==> src/design/pspc_pkg.sv <==
// Package for the PID/PT1 speed controller: codes, command/status types,
// fixed-point constants and saturation helpers. No dependencies.
`timescale 1ns / 1ps

package pspc_pkg;

    localparam int unsigned DATA_W = 32;
    localparam int unsigned ACC_W  = 48;
    localparam int unsigned SUM_W  = 50;
    localparam int unsigned MOP_W  = 33;
    localparam int unsigned PROD_W = 66;
    localparam int unsigned MACC_W = 80;
    localparam int unsigned Q_W    = 64;

    localparam logic [MOP_W-1:0] PT1_TIME_FACTOR = 33'd6554;
    localparam logic [MOP_W-1:0] PT1_GAIN        = 33'd65536;
    localparam logic [MOP_W-1:0] SETPOINT_SCALE  = 33'd65536;
    localparam logic [MOP_W-1:0] OUTPUT_SCALE    = 33'd65536;

    // |setpoint| < 0.02 in Q16.16
    localparam logic signed [DATA_W-1:0] SMALL_SETPOINT = 32'sd1310;

    // configuration register indexes
    localparam logic [2:0] REG_CTRL_TYPE = 3'd0;
    localparam logic [2:0] REG_AW_METHOD = 3'd1;
    localparam logic [2:0] REG_KP        = 3'd2;
    localparam logic [2:0] REG_KI        = 3'd3;
    localparam logic [2:0] REG_KD        = 3'd4;
    localparam logic [2:0] REG_TS        = 3'd5;
    localparam logic [2:0] REG_OUT_MIN   = 3'd6;
    localparam logic [2:0] REG_OUT_MAX   = 3'd7;

    localparam logic [2:0] CT_P   = 3'd1;
    localparam logic [2:0] CT_PI  = 3'd2;
    localparam logic [2:0] CT_PID = 3'd3;
    localparam logic [2:0] CT_PT1 = 3'd4;

    localparam logic [1:0] AW_RESET = 2'd2;
    localparam logic [1:0] AW_BACK  = 2'd3;

    localparam logic [1:0] OP_SETPOINT = 2'd0;
    localparam logic [1:0] OP_MEASURE  = 2'd1;
    localparam logic [1:0] OP_RESET    = 2'd2;

    typedef enum logic [5:0] {
        S_IDLE, S_DECODE,
        S_SP_LO, S_SP_HI, S_SP_WR,
        S_START, S_BRANCH,
        S_P_LO, S_P_HI, S_P_WR,
        S_I_LO, S_I_HI, S_I_WR,
        S_KP_LO, S_KP_HI, S_KP_WR,
        S_KI_LO, S_KI_HI, S_KI_WR,
        S_KD_LO, S_KD_HI, S_KD_WR,
        S_SUM, S_AW,
        S_KI2_LO, S_KI2_HI, S_KI2_WR,
        S_SUMR,
        S_X_LO, S_X_HI, S_X_WR,
        S_T_LO, S_T_HI, S_T_WR,
        S_ZERO, S_CLAMP,
        S_O_LO, S_O_HI, S_O_WR,
        S_SMALL
    } t_state;

    typedef enum logic [2:0] {A_E, A_I, A_DE, A_X, A_R, A_V} t_asel;

    typedef enum logic [2:0] {B_KP, B_KI, B_KD, B_TS, B_PG, B_PT, B_OS, B_SS} t_bsel;

    typedef enum logic [4:0] {
        ACT_NONE, ACT_TGT_RAW, ACT_TGT_SCL, ACT_ARM, ACT_START,
        ACT_INTEG, ACT_TP, ACT_TI, ACT_TD, ACT_SUM, ACT_AW, ACT_SUMR,
        ACT_RP, ACT_X, ACT_RPT1, ACT_RZERO, ACT_CLAMP, ACT_OUT, ACT_SMALL
    } t_act;

    typedef struct packed {
        logic  latch;
        logic  mul_en;
        logic  mul_hi;
        t_asel a_sel;
        t_bsel b_sel;
        t_act  act;
    } t_cmd;

    typedef struct packed {
        logic [1:0] op;
        logic [2:0] ctype;
        logic       sp_low;
        logic       out_free;
    } t_sts;

    function automatic logic signed [DATA_W-1:0] f_sat32(input logic signed [Q_W-1:0] x);
        if (x > 64'sd2147483647)
            return 32'sh7FFF_FFFF;
        else if (x < -64'sd2147483648)
            return 32'sh8000_0000;
        else
            return x[DATA_W-1:0];
    endfunction

    function automatic logic signed [ACC_W-1:0] f_sat48(input logic signed [Q_W-1:0] x);
        if (x > 64'sh0000_7FFF_FFFF_FFFF)
            return 48'sh7FFF_FFFF_FFFF;
        else if (x < -64'sh0000_8000_0000_0000)
            return 48'sh8000_0000_0000;
        else
            return x[ACC_W-1:0];
    endfunction

    // controller products limited to +-2^46
    function automatic logic signed [ACC_W-1:0] f_satp(input logic signed [Q_W-1:0] x);
        if (x > 64'sh0000_4000_0000_0000)
            return 48'sh4000_0000_0000;
        else if (x < -64'sh0000_4000_0000_0000)
            return -48'sh4000_0000_0000;
        else
            return x[ACC_W-1:0];
    endfunction

endpackage

==> src/design/pspc_ctrl.sv <==
// Sequencer for the speed controller: walks each transaction through the
// shared multiplier and datapath actions. Depends on pspc_pkg.
`timescale 1ns / 1ps

module pspc_ctrl import pspc_pkg::*; (
    input  logic i_clk,
    input  logic i_rst_n,
    input  logic i_in_valid,
    output logic o_in_ready,
    input  t_sts i_sts,
    output t_cmd o_cmd
);

    t_state r_state, n_state;

    always_ff @(posedge i_clk) begin
        if (!i_rst_n) begin
            r_state <= S_IDLE;
        end else begin
            r_state <= n_state;
        end
    end

    always_comb begin
        n_state = r_state;
        unique case (r_state)
            S_IDLE:   if (i_in_valid) n_state = S_DECODE;
            S_DECODE: begin
                priority if (i_sts.op == OP_SETPOINT && i_sts.ctype == CT_PT1)
                    n_state = S_SP_LO;
                else if (i_sts.op == OP_MEASURE)
                    n_state = S_START;
                else
                    n_state = S_IDLE;
            end
            S_SP_LO:  n_state = S_SP_HI;
            S_SP_HI:  n_state = S_SP_WR;
            S_SP_WR:  n_state = S_IDLE;
            S_START:  n_state = S_BRANCH;
            S_BRANCH: begin
                priority if (i_sts.sp_low)
                    n_state = S_SMALL;
                else if (i_sts.ctype == CT_P)
                    n_state = S_P_LO;
                else if (i_sts.ctype == CT_PI || i_sts.ctype == CT_PID)
                    n_state = S_I_LO;
                else if (i_sts.ctype == CT_PT1)
                    n_state = S_X_LO;
                else
                    n_state = S_ZERO;
            end
            S_P_LO:   n_state = S_P_HI;
            S_P_HI:   n_state = S_P_WR;
            S_P_WR:   n_state = S_CLAMP;
            S_I_LO:   n_state = S_I_HI;
            S_I_HI:   n_state = S_I_WR;
            S_I_WR:   n_state = S_KP_LO;
            S_KP_LO:  n_state = S_KP_HI;
            S_KP_HI:  n_state = S_KP_WR;
            S_KP_WR:  n_state = S_KI_LO;
            S_KI_LO:  n_state = S_KI_HI;
            S_KI_HI:  n_state = S_KI_WR;
            S_KI_WR:  n_state = (i_sts.ctype == CT_PID) ? S_KD_LO : S_SUM;
            S_KD_LO:  n_state = S_KD_HI;
            S_KD_HI:  n_state = S_KD_WR;
            S_KD_WR:  n_state = S_SUM;
            S_SUM:    n_state = S_AW;
            S_AW:     n_state = S_KI2_LO;
            S_KI2_LO: n_state = S_KI2_HI;
            S_KI2_HI: n_state = S_KI2_WR;
            S_KI2_WR: n_state = S_SUMR;
            S_SUMR:   n_state = S_CLAMP;
            S_X_LO:   n_state = S_X_HI;
            S_X_HI:   n_state = S_X_WR;
            S_X_WR:   n_state = S_T_LO;
            S_T_LO:   n_state = S_T_HI;
            S_T_HI:   n_state = S_T_WR;
            S_T_WR:   n_state = S_CLAMP;
            S_ZERO:   n_state = S_CLAMP;
            S_CLAMP:  n_state = S_O_LO;
            S_O_LO:   n_state = S_O_HI;
            S_O_HI:   n_state = S_O_WR;
            S_O_WR:   if (i_sts.out_free) n_state = S_IDLE;
            S_SMALL:  if (i_sts.out_free) n_state = S_IDLE;
            default:  n_state = S_IDLE;
        endcase
    end

    always_comb begin
        o_in_ready   = (r_state == S_IDLE);
        o_cmd        = '0;
        o_cmd.a_sel  = A_E;
        o_cmd.b_sel  = B_KP;
        o_cmd.act    = ACT_NONE;
        o_cmd.latch  = (r_state == S_IDLE) && i_in_valid;
        unique case (r_state)
            S_DECODE: begin
                if (i_sts.op == OP_SETPOINT && i_sts.ctype != CT_PT1)
                    o_cmd.act = ACT_TGT_RAW;
                else if (i_sts.op == OP_RESET)
                    o_cmd.act = ACT_ARM;
            end
            S_SP_LO, S_SP_HI: begin
                o_cmd.mul_en = 1'b1;
                o_cmd.mul_hi = (r_state == S_SP_HI);
                o_cmd.a_sel  = A_V;
                o_cmd.b_sel  = B_SS;
            end
            S_SP_WR:  o_cmd.act = ACT_TGT_SCL;
            S_START:  o_cmd.act = ACT_START;
            S_P_LO, S_P_HI, S_KP_LO, S_KP_HI: begin
                o_cmd.mul_en = 1'b1;
                o_cmd.mul_hi = (r_state == S_P_HI) || (r_state == S_KP_HI);
                o_cmd.a_sel  = A_E;
                o_cmd.b_sel  = B_KP;
            end
            S_P_WR:   o_cmd.act = ACT_RP;
            S_I_LO, S_I_HI: begin
                o_cmd.mul_en = 1'b1;
                o_cmd.mul_hi = (r_state == S_I_HI);
                o_cmd.a_sel  = A_E;
                o_cmd.b_sel  = B_TS;
            end
            S_I_WR:   o_cmd.act = ACT_INTEG;
            S_KP_WR:  o_cmd.act = ACT_TP;
            S_KI_LO, S_KI_HI, S_KI2_LO, S_KI2_HI: begin
                o_cmd.mul_en = 1'b1;
                o_cmd.mul_hi = (r_state == S_KI_HI) || (r_state == S_KI2_HI);
                o_cmd.a_sel  = A_I;
                o_cmd.b_sel  = B_KI;
            end
            S_KI_WR, S_KI2_WR: o_cmd.act = ACT_TI;
            S_KD_LO, S_KD_HI: begin
                o_cmd.mul_en = 1'b1;
                o_cmd.mul_hi = (r_state == S_KD_HI);
                o_cmd.a_sel  = A_DE;
                o_cmd.b_sel  = B_KD;
            end
            S_KD_WR:  o_cmd.act = ACT_TD;
            S_SUM:    o_cmd.act = ACT_SUM;
            S_AW:     o_cmd.act = ACT_AW;
            S_SUMR:   o_cmd.act = ACT_SUMR;
            S_X_LO, S_X_HI: begin
                o_cmd.mul_en = 1'b1;
                o_cmd.mul_hi = (r_state == S_X_HI);
                o_cmd.a_sel  = A_E;
                o_cmd.b_sel  = B_PG;
            end
            S_X_WR:   o_cmd.act = ACT_X;
            S_T_LO, S_T_HI: begin
                o_cmd.mul_en = 1'b1;
                o_cmd.mul_hi = (r_state == S_T_HI);
                o_cmd.a_sel  = A_X;
                o_cmd.b_sel  = B_PT;
            end
            S_T_WR:   o_cmd.act = ACT_RPT1;
            S_ZERO:   o_cmd.act = ACT_RZERO;
            S_CLAMP:  o_cmd.act = ACT_CLAMP;
            S_O_LO, S_O_HI: begin
                o_cmd.mul_en = 1'b1;
                o_cmd.mul_hi = (r_state == S_O_HI);
                o_cmd.a_sel  = A_R;
                o_cmd.b_sel  = B_OS;
            end
            S_O_WR:   if (i_sts.out_free) o_cmd.act = ACT_OUT;
            S_SMALL:  if (i_sts.out_free) o_cmd.act = ACT_SMALL;
            default:  o_cmd.act = ACT_NONE;
        endcase
    end

endmodule

==> config.mk <==
export PLATFORM = sky130hd
export DESIGN_NAME = pspc_ctrl
export DESIGN_NICKNAME = d
export VERILOG_FILES = /design/src/design/pspc_pkg.sv /design/src/design/pspc_ctrl.sv
export SDC_FILE = /design/constraint.sdc
export NUM_CORES = 1
export LEC_CHECK = 0
export CORE_UTILIZATION = 60
export CTS_CLUSTER_SIZE = 10
export DETAILED_ROUTE_END_ITERATION = 8
export DONT_BUFFER_PORTS = 1
export HOLD_SLACK_MARGIN = 0.05
export PLACE_DENSITY = 0.76
export SLEW_MARGIN = 40
export SYNTH_ARGS = -nofsm -noshare
export SYNTH_HDL_FRONTEND = slang
export SYNTH_SLANG_ARGS = --single-unit
==> constraint.sdc <==
create_clock -name i_clk -period 2.1 [get_ports i_clk]
set_input_delay 0.315 -clock i_clk [delete_from_list [all_inputs] [get_ports i_clk]]
set_output_delay 0.315 -clock i_clk [all_outputs]
set_load 0.1 [all_outputs]
==> results of run 1 <==
-- stage by stage --
step / TNS [ps] / instances / util (%) / worst slack (ps)
floorplan: -1726 / 209 / - / -445.0
detailed placement: 0 / 257 / 92.44 / 9.844
global placement: 0 / 257 / 92.44 / 92.12
-- Yosys cell counts, types with 2 or more instances --
| cell type | count |
|---|---|
| a211oi_1 | 2 |
| a21oi_1 | 19 |
| a222oi_1 | 2 |
| a22oi_1 | 3 |
| a31oi_1 | 5 |
| a32oi_1 | 2 |
| and2b_1 | 2 |
| buf_2 | 12 |
| buf_4 | 2 |
| buf_6 | 2 |
| clkbuf_1 | 4 |
| dfxtp_1 | 6 |
| inv_1 | 5 |
| nand2_1 | 14 |
| nand2b_1 | 6 |
| nand3_1 | 5 |
| nand4_1 | 3 |
| nand4b_1 | 2 |
| nor2_1 | 28 |
| nor2b_1 | 11 |
| nor3_1 | 5 |
| nor3b_1 | 3 |
| nor4_1 | 3 |
| o21a_1 | 3 |
| o21ai_0 | 18 |
| o21ai_1 | 2 |
| o21bai_1 | 2 |
| o22ai_1 | 6 |
| o311ai_0 | 2 |
| o31ai_1 | 2 |
| o32ai_1 | 3 |
| xnor2_1 | 2 |
| xor2_1 | 2 |
-- logic make-up after synthesis --
family                    count (synthesis)  share of synthesized area, %
buffers and inverters                    27                         10.67
AOI/OAI and AO/OA                        81                         40.39
and+or+nand+nor                          91                         37.02
xor gates and xnor gates                  4                         2.693
DFF                                       6                         9.231
==> impl_metrics.csv, run 1 <==
group,metric,value,unit
yosys,synth_cells,209,
yosys,yosysWarnings,0,
clock_network,post_cts_resized,30,
die,die_w,48.57,µm
placed_design,portBuffers,0,
yosys,synth.top_cell.area_share,9.231,%
yosys,netlist_area,0.001301,mm²
clock_network,clockRootBuffer,"clkbuf_4",
clock_network,cts_buffer_depth,2,
placed_design,gp_congestion,1.085,
yosys,synth_cell_types,54,
die,die_h,48.57,µm
clock_network,post_cts_buffers,2,
clock_network,cts_buffers,3,
die,rows,16,
clock_network,htreeDepth,1,
yosys,syn_area_per_cell,6.226,µm²
placed_design,placed_cell_area,0.001851,mm²
die,ioPinCount,25,
yosys,yosysSeqAreaShare,9.231,%
yosys,syn-num-nets,219,
run_status,status,"stopped before the end",
run_status,error,"[ERROR DPL-0033] detailed placement checks failed during check placement.",
yosys,synth_seq_cells,6,
yosys,yosys.area.top_type,"dfxtp_1",
yosys,yosys_most_used_dff,"dfxtp_1",
placed_design,place_hpwl,4.031,mm
clock_network,ctsHoldBuffers,0,
yosys,ys_top_cells_by_area,"dfxtp_1 (9.2%), nor2_1 (8.1%), a21oi_1 (7.3%)",
yosys,synth_edf_count,0,
clock_network,cts_num_sinks,6,
die,start_util,65.00,%
run_status,haltStage,"clock tree synthesis (4_1_cts)",
yosys,synth_async_sr_flop_share,0,%
==> run 2, diff against run 1 <==
Settings changed: CORE_AREA set to 2 2 63 65, CORE_UTILIZATION 60 to unset, CTS_CLUSTER_SIZE 10 to unset, DIE_AREA set to 0 0 65 67, HOLD_SLACK_MARGIN 0.05 to unset, PLACE_DENSITY 0.76 to unset, PLACE_DENSITY_LB_ADDON set to 0.15.
==> impl_metrics.csv, run 2 <==
group,metric,value,unit
run_status,status,"finished, violations left",
run_status,violations,"setup timing",
global_route,overflow,0,
clock_network,clk_latency,230,ps
layout,area_growth,69.04,%
global_route,antenna_found_initial,0,
yosys,synth_commonest_cells,"nor2_1 (28), a21oi_1 (19), o21ai_0 (18)",
layout,largestRegisters,"r_state: 6 flops",
sta,drv_slew,0,
yosys,synth_seq_cells,6,
min_path,hold_path_class,"in2reg",
power_and_ir_drop,max-vdd-ir-drop,1071,µV
placed_design,portBuffers,0,
clock_network,htreeDepth,1,
clock_network,cts_buffer_depth,2,
die,ioPinCount,25,
sta,period_share,100.2,%
routing,post_drt_wl_per_cell,17.92,µm
setup_path,required,1780,ps
clock_network,path_clk_slew,30,ps
layout,final_common_cell,"buf_4",
yosys,syn_area_per_cell,6.226,µm²
sta,fin_worst_skew,7.644,ps
layout,largest_reg_flops,6,
yosys,synth_cell_types,54,
global_route,grt_pass1_wl,8.618,mm
clock_network,cts_buffers,3,
yosys,synth_cells,209,
yosys,yosys.area.top_type,"dfxtp_1",
clock_network,ctsHoldBuffers,0,
yosys,yosysWarnings,0,
yosys,synth.top_cell.area_share,9.231,%
clock_network,cts_tree,"yes",
setup_path,reg2reg_from,"r_state[3]$_SDFFE_PN0P_",
clock_network,clockRootBuffer,"clkbuf_8",
global_route,grt.total_usage,26.10,%
routing,met2_length,2.586,mm
routing,post-route-drc-count,0,
placed_design,pre_cts_ws,-38.58,ps
routing,drt_iter0_markers,127,
yosys,syn-num-nets,219,
power_and_ir_drop,seqPwrFrac,6.7,%
layout,layout-drive-gt1-share,44.22,%
yosys,yosys_most_used_dff,"dfxtp_1",
power_and_ir_drop,power_switching,1.763,mW
sta,rsz0062_at_grt,"true",
power_and_ir_drop,power.internal,1.298,mW
power_and_ir_drop,clkPwrFrac,5.8,%
die,coreArea,0.003606,mm²
placed_design,place_hpwl,4.042,mm
routing,top_layer,"met4",
routing,wl_met1,2.203,mm
min_path,holdPathEnd,"r_state[2]$_SDFFE_PN0P_",
setup_path,endpoint_kind,"output pin",
setup_path,r2r-end,"r_state[2]$_SDFFE_PN0P_",
min_path,hold_depth,1,
clock_network,cts_num_sinks,6,
routing,ant_nets,0,
placed_design,gp_congestion,0.9826,
die,die_area,0.004355,mm²
layout,fin_cells,299,
routing,routed_wl,5.357,mm
routing,via_per_inst,6.043,
setup_path,cp-start-kind,"register",
die,die_w,65,µm
setup_path,crit_fanout,12,
power_and_ir_drop,power_density,1392,mW/mm²
layout,nets,263,
power_and_ir_drop,p_leak,0.8311,nW
sta,min_period,2103,ps
layout,diodes,0,
yosys,synth_edf_count,0,
global_route,grt_max_degree,24,
power_and_ir_drop,pwr-share-comb,87.5,%
sta,fin_ws,-3.221,ps
flow_run,drv_cap,0,
power_and_ir_drop,swShare,57.60,%
sta,finalHoldViolations,0,
yosys,ys_top_cells_by_area,"dfxtp_1 (9.2%), nor2_1 (8.1%), a21oi_1 (7.3%)",
global_route,grt_pass1_vias,1720,
layout,top_register,"r_state",
layout,nFillCells,327,
die,die_h,67,µm
sta,tightest_slew,397.4,ps
die,rows,22,
die,start_util,36.09,%
setup_path,r2r_slack,290,ps
sta,max_freq,0.4755,GHz
setup_path,crit_start,"r_state[0]$_SDFFE_PN0P_",
sta,slew_headroom,73.32,%
setup_path,crit_type,"reg2out",
routing,dr.pass1.iters,4,
yosys,synth_async_sr_flop_share,0,%
min_path,hp-start,"i_rst_n",
sta,finalSetupViolations,2,
routing,via_count,1807,
routing,met3_length,424,µm
placed_design,placed_cells,287,
yosys,netlist_area,0.001301,mm²
yosys,synth.most_common_cell,"nor2_1",
setup_path,worstPathArrival,1790,ps
yosys,yosysSeqAreaShare,9.231,%
setup_path,reg2reg_depth,7,
layout,final_cell_mix,"buf_4 (39), nor2_1 (24), a21oi_1 (18), buf_12 (16)",
[run 2: cell counts after synthesis]
Identical to the previous run, type by type.
[run 2: worst max path at each step]
stage,end,slack [ps]
2_1_floorplan,o_cmd[0],-450
5_1_grt,o_cmd[1],-70
3_5_place_dp,o_cmd[11],-40
3_3_place_gp,o_cmd[11],-80
4_1_cts,o_cmd[12],-20
6_report,o_cmd[12],-3
[run 2: worst max-delay path: stages (launching register included)]
cell and delay [ps]:
dfxtp_4 360, buf_12 130, nand2_2 50, a211o_1 300, a222oi_1 310, nor2b_4 230, buf_12 180
[run 2: logic make-up (layout without fill, tap and decap cells)]
family,Yosys count,count (layout),share of synthesized area (%)
DFF,6,6,9.231
buffers and inverters,27,69,10.67
and+or+nand+nor,91,91,37.02
xor gates and xnor gates,4,4,2.693
AOI/OAI and AO/OA,81,81,40.39
[run 2: layer usage]
metal | global-route usage (%) | vias up
li1 | - | 870
met1 | 34.28 | 833
met2 | 44.33 | 89
met3 | 3.041 | 15
met4 | 8.245 | 0
met5 | 0 | -
[run 2: final cells by class]
type                    count  area, µm²  area share (%)
repair buffers             60      669.4           30.43
well taps                  48      60.06           2.730
flip-flops and latches      6      133.9           6.086
clock buffers               3      41.29           1.877
inverters                   6      26.28           1.195
multi-input cells         176       1269           57.68
[run 2: power by group through the flow]
stage                     logic [mW]  registers, mW  clock network (mW)
after floorplan                 1.62          0.173                   0
after global placement          2.48          0.186                   0
after detailed placement        2.49          0.187                   0
after CTS                       2.57          0.197               0.184
after global routing            2.81          0.206               0.187
final                           2.68          0.204               0.178
[run 2: through the flow]
stage                     setup TNS (ps)  area (µm²)  power, mW  hold WS [ps]  util [%]
after global placement            -82.96        1957      2.669         464.0     54.27
after CTS                         -29.03        2092      2.948         220.2     58.02
final                             -3.517        2200      3.061         221.6     61.00
after detailed placement          -38.58        1957      2.673         466.3     54.27
after global routing              -246.1        2200      3.200         220.5     61.00
after floorplan                    -1726        1409      1.795         448.6         -
[run 2: repair_timing]
action                                  4_1_cts  5_1_grt
endpoints found under the setup margin       13       13
cloned                                        0        0
resized for setup                            21       23
setup buffers                                 4        5
pin swaps                                     4        8
No activity file was read; power rests on OpenSTA's default activity.
